===== config.mk =====
export PLATFORM = sky130hd
export DESIGN_NAME = pi_speed_controller_top_flat
export DESIGN_NICKNAME = d
export VERILOG_FILES = /design/src/rtl/pisc_pkg.sv /design/src/rtl/pisc_if.sv /design/src/rtl/pi_speed_controller_top.sv /design/src/flat_wrapper.sv
export VERILOG_INCLUDE_DIRS = /design/src /design/src/rtl
export SDC_FILE = /design/constraint.sdc
export NUM_CORES = 1
export LEC_CHECK = 0
export BUFFER_PORTS_ARGS = -buffer_cell sky130_fd_sc_hd__buf_4
export CAP_MARGIN = 25
export CORE_MARGIN = 4
export CORE_UTILIZATION = 23
export DETAILED_ROUTE_END_ITERATION = 16
export GPL_TIMING_DRIVEN = 0
export PLACE_DENSITY = 0.48
export SLEW_MARGIN = 20
export SYNTH_ARGS = -nofsm -noshare
export SYNTH_HDL_FRONTEND = slang
export SYNTH_SLANG_ARGS = --single-unit

===== constraint.sdc =====
create_clock -name clk -period 6.2 [get_ports clk]
set_clock_uncertainty 0.05 [all_clocks]
set_input_delay 1.24 -clock clk [delete_from_list [all_inputs] [get_ports clk]]
set_output_delay 1.24 -clock clk [all_outputs]
set_load 0.03 [all_outputs]

===== src/rtl/pi_speed_controller_top_macros.svh =====
// ----------------------------------------------------------------------------
// pi_speed_controller_top_macros.svh
// Assertion shorthands for the PI speed controller, clocked on clk,
// held off during rst.
// ----------------------------------------------------------------------------
`ifndef PI_SPEED_CONTROLLER_TOP_MACROS_SVH
`define PI_SPEED_CONTROLLER_TOP_MACROS_SVH

// cons must hold in the same cycle as ante
`define PISC_ASSERT_NOW(lbl, ante, cons, msg) \
  lbl: assert property (@(posedge clk) disable iff (rst) (ante) |-> (cons)) \
    else $error(msg);

// cons must hold in the cycle after ante
`define PISC_ASSERT_NEXT(lbl, ante, cons, msg) \
  lbl: assert property (@(posedge clk) disable iff (rst) (ante) |=> (cons)) \
    else $error(msg);

`endif


===== src/rtl/pisc_pkg.sv =====
// ----------------------------------------------------------------------------
// pisc_pkg
// Widths, reset values and register codes of the PI speed controller.
// ----------------------------------------------------------------------------
`default_nettype none

package pisc_pkg;

  localparam int SPEED_W    = 16;
  localparam int GAIN_W     = 16;
  localparam int CFG_IDX_W  = 3;
  localparam int CFG_DATA_W = 16;
  localparam int DRIVE_W    = 27;

  localparam int SP_FRAC    = 16;               // Q0.16 step, Q17.16 integrator
  localparam int ERR_W      = SPEED_W + 2;      // -32767 .. 98303
  localparam int INTEG_W    = 34;
  localparam int ISUM_W     = INTEG_W + 1;
  localparam int MCAND_W    = INTEG_W;          // widest multiplicand
  localparam int ACC_W      = MCAND_W + 1;
  localparam int MPL_W      = GAIN_W;           // multiplier bits, one per step
  localparam int CNT_W      = $clog2(MPL_W);
  localparam int PROD_W     = ACC_W + MPL_W;
  localparam int SUM_W      = PROD_W;

  localparam int GAIN_FRAC_BITS_DEF = 8;

  localparam int DRIVE_MAX = 2 ** (DRIVE_W - 1) - 1;
  localparam int DRIVE_MIN = -(2 ** (DRIVE_W - 1));

  localparam logic [GAIN_W-1:0] KP_GAIN_RST        = 16'd717;
  localparam logic [GAIN_W-1:0] KI_GAIN_RST        = 16'd461;
  localparam logic [GAIN_W-1:0] SAMPLE_PERIOD_RST  = 16'd328;
  localparam logic [GAIN_W-1:0] INTEGRAL_LIMIT_RST = 16'd1000;
  localparam logic [GAIN_W-1:0] OUTPUT_LIMIT_RST   = 16'd19000;

  typedef enum logic [CFG_IDX_W-1:0] {
    REG_KP_GAIN        = 3'd0,
    REG_KI_GAIN        = 3'd1,
    REG_SAMPLE_PERIOD  = 3'd2,
    REG_INTEGRAL_LIMIT = 3'd3,
    REG_OUTPUT_LIMIT   = 3'd4
  } cfg_reg_t;

endpackage

`default_nettype wire


===== src/rtl/pisc_if.sv =====
// ----------------------------------------------------------------------------
// pisc_if
// Valid/ready channels of the PI speed controller: speed sample in,
// drive out, register write.
// ----------------------------------------------------------------------------
`default_nettype none

interface pisc_in_if;
  logic                                 valid;
  logic                                 ready;
  logic        [pisc_pkg::SPEED_W-1:0]  target_speed;
  logic signed [pisc_pkg::SPEED_W-1:0]  measured_speed;

  modport source (output valid, target_speed, measured_speed, input ready);
  modport sink   (input valid, target_speed, measured_speed, output ready);
endinterface

interface pisc_out_if;
  logic                                 valid;
  logic                                 ready;
  logic signed [pisc_pkg::DRIVE_W-1:0]  drive;

  modport source (output valid, drive, input ready);
  modport sink   (input valid, drive, output ready);
endinterface

interface pisc_cfg_if;
  logic                                 valid;
  logic                                 ready;
  logic        [pisc_pkg::CFG_IDX_W-1:0]  index;
  logic        [pisc_pkg::CFG_DATA_W-1:0] data;

  modport source (output valid, index, data, input ready);
  modport sink   (input valid, index, data, output ready);
endinterface

`default_nettype wire


===== src/rtl/pi_speed_controller_top.sv =====
// ----------------------------------------------------------------------------
// pi_speed_controller_top
// PI wheel speed controller with integrator clamp and optional drive clamp.
//
// req carries one word per control tick (target and measured speed); rsp
// returns one drive word for each. cfg writes the five gain/limit registers
// and is always ready; write it only while no tick is in flight.
// Each tick runs three 16-step shift-add products (err*sample_period,
// err*kp, integrator*ki) one after the other through a single radix-2
// serial multiplier, and no new request is taken until its drive is
// loaded into the output register.
// The drive sits in an output register, so a new request is taken while
// the previous drive waits; if rsp stalls, the next drive holds in its last
// step until the register frees up.
// Reset clears the integrator, loads the default gains and limits and
// empties the output register.
// ----------------------------------------------------------------------------
`default_nettype none

module pi_speed_controller_top #(
  parameter int GAIN_FRAC_BITS = pisc_pkg::GAIN_FRAC_BITS_DEF
) (
  input  wire          clk,
  input  wire          rst,
  pisc_in_if.sink      req,
  pisc_out_if.source   rsp,
  pisc_cfg_if.sink     cfg
);

  `include "pi_speed_controller_top_macros.svh"

  localparam int SHIFT = GAIN_FRAC_BITS + pisc_pkg::SP_FRAC;
  localparam int Q_W   = pisc_pkg::SUM_W - SHIFT;
  localparam int CMP_W = (Q_W > pisc_pkg::DRIVE_W) ? Q_W : pisc_pkg::DRIVE_W + 1;
  localparam logic [pisc_pkg::CNT_W-1:0] CNT_LAST = pisc_pkg::CNT_W'(pisc_pkg::MPL_W - 1);
  localparam logic signed [CMP_W-1:0] DMAX_X = CMP_W'(pisc_pkg::DRIVE_MAX);
  localparam logic signed [CMP_W-1:0] DMIN_X = CMP_W'(pisc_pkg::DRIVE_MIN);

  typedef enum logic [3:0] {
    ST_IDLE, ST_MUL1, ST_IADD, ST_ICLAMP, ST_MUL2, ST_KEEP, ST_MUL3,
    ST_SUM, ST_ROUND, ST_OUT
  } state_t;

  // registers
  logic [pisc_pkg::GAIN_W-1:0] kp_gain, ki_gain, sample_period;
  logic [pisc_pkg::GAIN_W-1:0] integral_limit, output_limit;

  state_t                                  state;
  logic signed [pisc_pkg::ERR_W-1:0]       err;
  logic signed [pisc_pkg::INTEG_W-1:0]     integrator;
  logic signed [pisc_pkg::ISUM_W-1:0]      isum;
  logic signed [pisc_pkg::MCAND_W-1:0]     mcand;
  logic signed [pisc_pkg::ACC_W-1:0]       acc;
  logic        [pisc_pkg::MPL_W-1:0]       mq;
  logic        [pisc_pkg::CNT_W-1:0]       cnt;
  logic signed [pisc_pkg::SUM_W-1:0]       sum;
  logic signed [Q_W-1:0]                   q;
  logic                                    out_valid;
  logic signed [pisc_pkg::DRIVE_W-1:0]     out_drive;

  // combinational
  logic signed [pisc_pkg::ERR_W-1:0]       err_in;
  logic signed [pisc_pkg::ACC_W-1:0]       addend, acc_sum, acc_step;
  logic        [pisc_pkg::MPL_W-1:0]       mq_step;
  logic signed [pisc_pkg::PROD_W-1:0]      prod;
  logic signed [pisc_pkg::INTEG_W-1:0]     prod_lo;
  logic signed [pisc_pkg::ISUM_W-1:0]      ilim, neg_ilim, integ_x;
  logic signed [pisc_pkg::SUM_W-1:0]       rsum;
  logic signed [CMP_W-1:0]                 qx, olim_x, neg_olim_x, drive_next;
  logic signed [pisc_pkg::DRIVE_W-1:0]     olim_d;
  logic                                    acc_in;

  assign acc_in    = req.valid && req.ready;
  assign req.ready = (state == ST_IDLE);
  assign rsp.valid = out_valid;
  assign rsp.drive = out_drive;
  assign cfg.ready = 1'b1;

  assign err_in = {{(pisc_pkg::ERR_W - pisc_pkg::SPEED_W){1'b0}}, req.target_speed}
                - pisc_pkg::ERR_W'(req.measured_speed);

  // radix-2 shift-add step: signed multiplicand, unsigned multiplier LSB first
  assign addend   = mq[0] ? pisc_pkg::ACC_W'(mcand) : '0;
  assign acc_sum  = acc + addend;
  assign acc_step = acc_sum >>> 1;
  assign mq_step  = {acc_sum[0], mq[pisc_pkg::MPL_W-1:1]};
  assign prod     = {acc, mq};
  assign prod_lo  = prod[pisc_pkg::INTEG_W-1:0];

  assign ilim     = {{(pisc_pkg::ISUM_W - pisc_pkg::GAIN_W - pisc_pkg::SP_FRAC){1'b0}},
                     integral_limit, {pisc_pkg::SP_FRAC{1'b0}}};
  assign neg_ilim = -ilim;
  assign integ_x  = pisc_pkg::ISUM_W'(integrator);

  // truncate toward zero: bias negative sums by 2^SHIFT - 1 before the shift
  assign rsum = sum + {{(pisc_pkg::SUM_W - SHIFT){1'b0}}, {SHIFT{sum[pisc_pkg::SUM_W-1]}}};

  assign qx         = CMP_W'(q);
  assign olim_x     = CMP_W'({1'b0, output_limit});
  assign neg_olim_x = -olim_x;
  assign olim_d     = pisc_pkg::DRIVE_W'(output_limit);

  always_comb begin
    if (output_limit != '0 && qx > olim_x) begin
      drive_next = olim_x;
    end else if (output_limit != '0 && qx < neg_olim_x) begin
      drive_next = neg_olim_x;
    end else if (qx > DMAX_X) begin
      drive_next = DMAX_X;
    end else if (qx < DMIN_X) begin
      drive_next = DMIN_X;
    end else begin
      drive_next = qx;
    end
  end

  // register file
  always_ff @(posedge clk) begin
    if (rst) begin
      kp_gain        <= pisc_pkg::KP_GAIN_RST;
      ki_gain        <= pisc_pkg::KI_GAIN_RST;
      sample_period  <= pisc_pkg::SAMPLE_PERIOD_RST;
      integral_limit <= pisc_pkg::INTEGRAL_LIMIT_RST;
      output_limit   <= pisc_pkg::OUTPUT_LIMIT_RST;
    end else if (cfg.valid && cfg.ready) begin
      unique case (cfg.index)
        pisc_pkg::REG_KP_GAIN:        kp_gain        <= cfg.data;
        pisc_pkg::REG_KI_GAIN:        ki_gain        <= cfg.data;
        pisc_pkg::REG_SAMPLE_PERIOD:  sample_period  <= cfg.data;
        pisc_pkg::REG_INTEGRAL_LIMIT: integral_limit <= cfg.data;
        pisc_pkg::REG_OUTPUT_LIMIT:   output_limit   <= cfg.data;
        default: ;
      endcase
    end
  end

  // sequencer
  always_ff @(posedge clk) begin
    if (rst) begin
      state      <= ST_IDLE;
      out_valid  <= 1'b0;
      integrator <= '0;
      cnt        <= '0;
    end else begin
      // in ST_OUT the load below owns out_valid
      if (out_valid && rsp.ready && state != ST_OUT) begin
        out_valid <= 1'b0;
      end
      unique case (state)
        ST_IDLE: begin
          if (acc_in) begin
            err   <= err_in;
            mcand <= pisc_pkg::MCAND_W'(err_in);
            acc   <= '0;
            mq    <= sample_period;
            cnt   <= '0;
            state <= ST_MUL1;
          end
        end
        ST_MUL1, ST_MUL2, ST_MUL3: begin
          acc <= acc_step;
          mq  <= mq_step;
          cnt <= cnt + pisc_pkg::CNT_W'(1);
          if (cnt == CNT_LAST) begin
            unique case (state)
              ST_MUL1: state <= ST_IADD;
              ST_MUL2: state <= ST_KEEP;
              default: state <= ST_SUM;
            endcase
          end
        end
        ST_IADD: begin
          isum  <= integ_x + pisc_pkg::ISUM_W'(prod_lo);
          state <= ST_ICLAMP;
        end
        ST_ICLAMP: begin
          if (isum > ilim) begin
            integrator <= ilim[pisc_pkg::INTEG_W-1:0];
          end else if (isum < neg_ilim) begin
            integrator <= neg_ilim[pisc_pkg::INTEG_W-1:0];
          end else begin
            integrator <= isum[pisc_pkg::INTEG_W-1:0];
          end
          mcand <= pisc_pkg::MCAND_W'(err);
          acc   <= '0;
          mq    <= kp_gain;
          cnt   <= '0;
          state <= ST_MUL2;
        end
        ST_KEEP: begin
          // err*kp moved up to the integrator's Q.16 scale
          sum   <= {prod[pisc_pkg::SUM_W-pisc_pkg::SP_FRAC-1:0], {pisc_pkg::SP_FRAC{1'b0}}};
          mcand <= integrator;
          acc   <= '0;
          mq    <= ki_gain;
          cnt   <= '0;
          state <= ST_MUL3;
        end
        ST_SUM: begin
          sum   <= sum + prod;
          state <= ST_ROUND;
        end
        ST_ROUND: begin
          q     <= rsum[pisc_pkg::SUM_W-1:SHIFT];
          state <= ST_OUT;
        end
        ST_OUT: begin
          if (!out_valid || rsp.ready) begin
            out_drive <= drive_next[pisc_pkg::DRIVE_W-1:0];
            out_valid <= 1'b1;
            state     <= ST_IDLE;
          end
        end
        default: state <= ST_IDLE;
      endcase
    end
  end

  // checks
  `PISC_ASSERT_NEXT(a_start, acc_in, (state == ST_MUL1 && cnt == '0), "multiply did not start")
  `PISC_ASSERT_NOW(a_integ_clamp, (state == ST_MUL2), (integ_x <= ilim && integ_x >= neg_ilim), "integrator outside its clamp")
  `PISC_ASSERT_NOW(a_drive_clamp, (out_valid && output_limit != '0), (out_drive <= olim_d && out_drive >= -olim_d), "drive outside its clamp")
  `PISC_ASSERT_NEXT(a_out_load, (state == ST_OUT && !out_valid), (out_valid && state == ST_IDLE), "free output register not loaded")

endmodule

`default_nettype wire


===== src/flat_wrapper.sv =====
// flat-port wrapper written by rule: the top's interface ports become plain ports
module pi_speed_controller_top_flat 
#(
  parameter int GAIN_FRAC_BITS = pisc_pkg::GAIN_FRAC_BITS_DEF
)
  (clk, rst, req_valid, req_target_speed, req_measured_speed, req_ready, rsp_valid, rsp_drive, rsp_ready, cfg_valid, cfg_index, cfg_data, cfg_ready);
  pisc_in_if req_i ();
  pisc_out_if rsp_i ();
  pisc_cfg_if cfg_i ();
  input  wire clk;
  input  wire rst;
  input wire logic [$bits(req_i.valid)-1:0] req_valid;
  input wire logic [$bits(req_i.target_speed)-1:0] req_target_speed;
  input wire logic [$bits(req_i.measured_speed)-1:0] req_measured_speed;
  output wire logic [$bits(req_i.ready)-1:0] req_ready;
  output wire logic [$bits(rsp_i.valid)-1:0] rsp_valid;
  output wire logic [$bits(rsp_i.drive)-1:0] rsp_drive;
  input wire logic [$bits(rsp_i.ready)-1:0] rsp_ready;
  input wire logic [$bits(cfg_i.valid)-1:0] cfg_valid;
  input wire logic [$bits(cfg_i.index)-1:0] cfg_index;
  input wire logic [$bits(cfg_i.data)-1:0] cfg_data;
  output wire logic [$bits(cfg_i.ready)-1:0] cfg_ready;
  assign req_i.valid = req_valid;
  assign req_i.target_speed = req_target_speed;
  assign req_i.measured_speed = req_measured_speed;
  assign req_ready = req_i.ready;
  assign rsp_valid = rsp_i.valid;
  assign rsp_drive = rsp_i.drive;
  assign rsp_i.ready = rsp_ready;
  assign cfg_i.valid = cfg_valid;
  assign cfg_i.index = cfg_index;
  assign cfg_i.data = cfg_data;
  assign cfg_ready = cfg_i.ready;
  pi_speed_controller_top #(.GAIN_FRAC_BITS(GAIN_FRAC_BITS)) u_core (.clk(clk), .rst(rst), .req(req_i), .rsp(rsp_i), .cfg(cfg_i));
endmodule

==> qor.yml <==
cp.required_ns: 6.66
synth.most_common_cell: "nand2_1"
io_buffers: 84
start_util: 0.232
clk_path_buf_depth: 3
tightest_slew_ns: 1.08
post_cts_buffers: 0
final_net_count: 3128
setup_viol: 0
grt_usage: 0.142
cts.clk_slew.worst_paths_ns: 0.06
crit_arrival_ns: 5.77
grt_antenna_before_repair: 3
critPathMaxFanout: 10
dieArea_um2: 111000
ys_types: 83
fin_crit_sh: 0.857
drive_gt1_frac: 0.0814
rsz0062_at_grt: "false"
dr_total_vias: 20343
synth_common_cells: "nand2_1 (390), edfxtp_1 (242), ha_1 (239)"
hold_class: "reg2reg"
die_w_um: 334
p_per_area_nw_per_um2: 367
ys_ff_latch: 365
ctsResizeCount: 0
synth.area.top_cells: "edfxtp_1 (30%), ha_1 (12%), dfxtp_1 (10%)"
path_class: "reg2reg"
cts_max_level: 2
ys.flop_type: "edfxtp_1"
fp-row-count: 119
p_leak_uw: 0.0114
syn_inst: 2681
cts_buffers: 44
grt_pass1_wl_mm: 122
hold_viol_final: 0
slew_headroom: 0.280
startpoint_type: "flop"
drt_wl_total_mm: 80.9
fin_util: 0.270
maxSlewViolCount: 0
core_um2: 105000
io_pins: 86
syn_area_um2: 24400
final_area_um2: 28500
synth_top_area_cell: "edfxtp_1"
viasPerCell: 4.78
drt_iter0_drc: 1567
finalPower_uw: 10400
cts_tree: "built"
gp_congestion: 0.887
cap_violations: 0
ant_nets: 0
synth_top_area_share: 0.297
grt_max_degree: 27
avgSynthCellArea_um2: 9.11
period_needed_ns: 5.31
syn-num-nets: 2980
wl_per_cell_um: 19.0
outcome: "complete, no violations"
ys_warn_count: 0
synth_edf_count: 242
cts-root-buf: "clkbuf_16"
gr-total-overflow: 0
die_h_um: 334
peakVddDrop_mv: 0.206
reg2reg_slack_ns: 0.89
async_reset_ff_frac: 0
fmax_mhz: 188
clock_sinks: 365
clkLatencyLatePin_ns: 0.59
place_hpwl_mm: 63.2
hold_buffers: 0
drt-pass1-iter-count: 6
worstSetupEndpointType: "flop"
grt_pass1_vias: 19470
syn_to_final_growth_pct: 16.6
place_area_um2: 27100
ys_seq_area_frac: 0.398
drc_errors: 0
## layout by cell type, fill, tap and decap left out, types with 10 or more instances in the layout
cell type    n
clkbuf_16   48
nand2_1    390
nor2_1     227
nor2b_1     26
dfxtp_1    123
a21oi_1    237
inv_1      104
ha_1       239
nor3_1      47
edfxtp_1   242
mux2i_1     15
nand3b_1    29
nand4_1     36
and4_1      14
a221o_1     10
a31oi_1     17
and2_1      43
nand2b_1    30
nand3_1     40
a211oi_1    27
nor3b_1     10
and3_1      22
xnor2_1    110
or2_2       11
nor4_1      15
a22oi_1     46
xor2_1      51
o21bai_1    19
o21ai_0    112
buf_4       97
o211ai_1    15
a21o_1      92
or3_1       13
clkbuf_1    97
o21a_1      39
## where the power goes
| group | internal, uW | switching (uW) |
|---|---|---|
| clock network | 1540 | 1070 |
| logic | 1600 | 2470 |
| registers | 3140 | 619 |
| total | 6280 | 4160 |
## path summary, 6_finish.rpt
kind,to,cells after the start,startpoint
hold reg to reg,u_core.sample_period[13],2,u_core.sample_period[13]
setup / recovery,u_core.integrator[31],21,u_core.integral_limit[0]
setup reg to reg,u_core.integrator[31],21,u_core.integral_limit[0]
hold / removal,u_core.sample_period[13],2,u_core.sample_period[13]
## sequential cells by signal, summed over array words and instances, names as in the netlist, 16 cells and up
signal,count
u_core.rsp.drive,27
u_core.sample_period,16
u_core.err,18
u_core.q,27
u_core.kp_gain,16
u_core.mq,16
u_core.mcand,34
u_core.ki_gain,16
u_core.sum,51
u_core.integrator,34
u_core.acc,34
u_core.integral_limit,16
u_core.isum,35
u_core.output_limit,16
## cell type report
cell class                      instances  area [um^2]
Clock buffer                           61         1260
Buffer                                100          395
Tap cell                             1391         1740
Multi-Input combinational cell       2112        14000
Clock inverter                         19          171
Antenna cell                            1         2.50
Fill cell                           11416        76900
Timing Repair Buffer                  102          826
Inverter                              104          390
Sequential cell                       365         9730
## critical path: stages, from the launching register on
cell,delay (ns)
dfxtp_1,0.36
inv_1,0.12
ha_1,0.27
or3b_1,0.45
nor3_2,0.31
nand2b_1,0.15
nand2b_1,0.20
nand3b_1,0.18
xnor2_1,0.16
ha_1,0.31
nand4_1,0.14
nor3_1,0.26
nand2_1,0.11
o221ai_1,0.22
mux2i_1,0.37
buf_2,0.38
buf_2,0.35
mux2i_1,0.22
nor2_1,0.06
a211oi_1,0.39
a21oi_1,0.07
nor2_1,0.10
## routing by layer
layer / global-route usage / share of wire / up-vias
li1: - / - / 10052
met1: 0.205 / 0.49 / 9751
met2: 0.227 / 0.44 / 447
met3: 0.0181 / 0.051 / 91
met4: 0.0283 / 0.018 / 2
met5: 0 / 0.00016 / -
## kinds of logic after synthesis
logic type	after synthesis	synth area share
AND/OR/NAND/NOR	978	0.189
AO/OA/AOI/OAI	707	0.188
flip-flops	365	0.398
adder cells (fa/ha/maj)	243	0.126
buffers and inverters	204	0.0322
XOR/XNOR	161	0.0577
multiplexers	22	0.00937
other	1	0.000153
## metrics by stage
step	instances	setup WS [ns]	TNS [ns]	hold WS [ns]
after floorplan	2681	0.413	0	0.383
after global routing	4254	0.408	0	0.415
after detailed placement	4174	0.932	0	0.394
after CTS	4254	0.908	0	0.401
after global placement	4156	-2.24	-113.65	0.389
final	4255	0.888	0	0.400
Power figures use the tool's default switching activity.
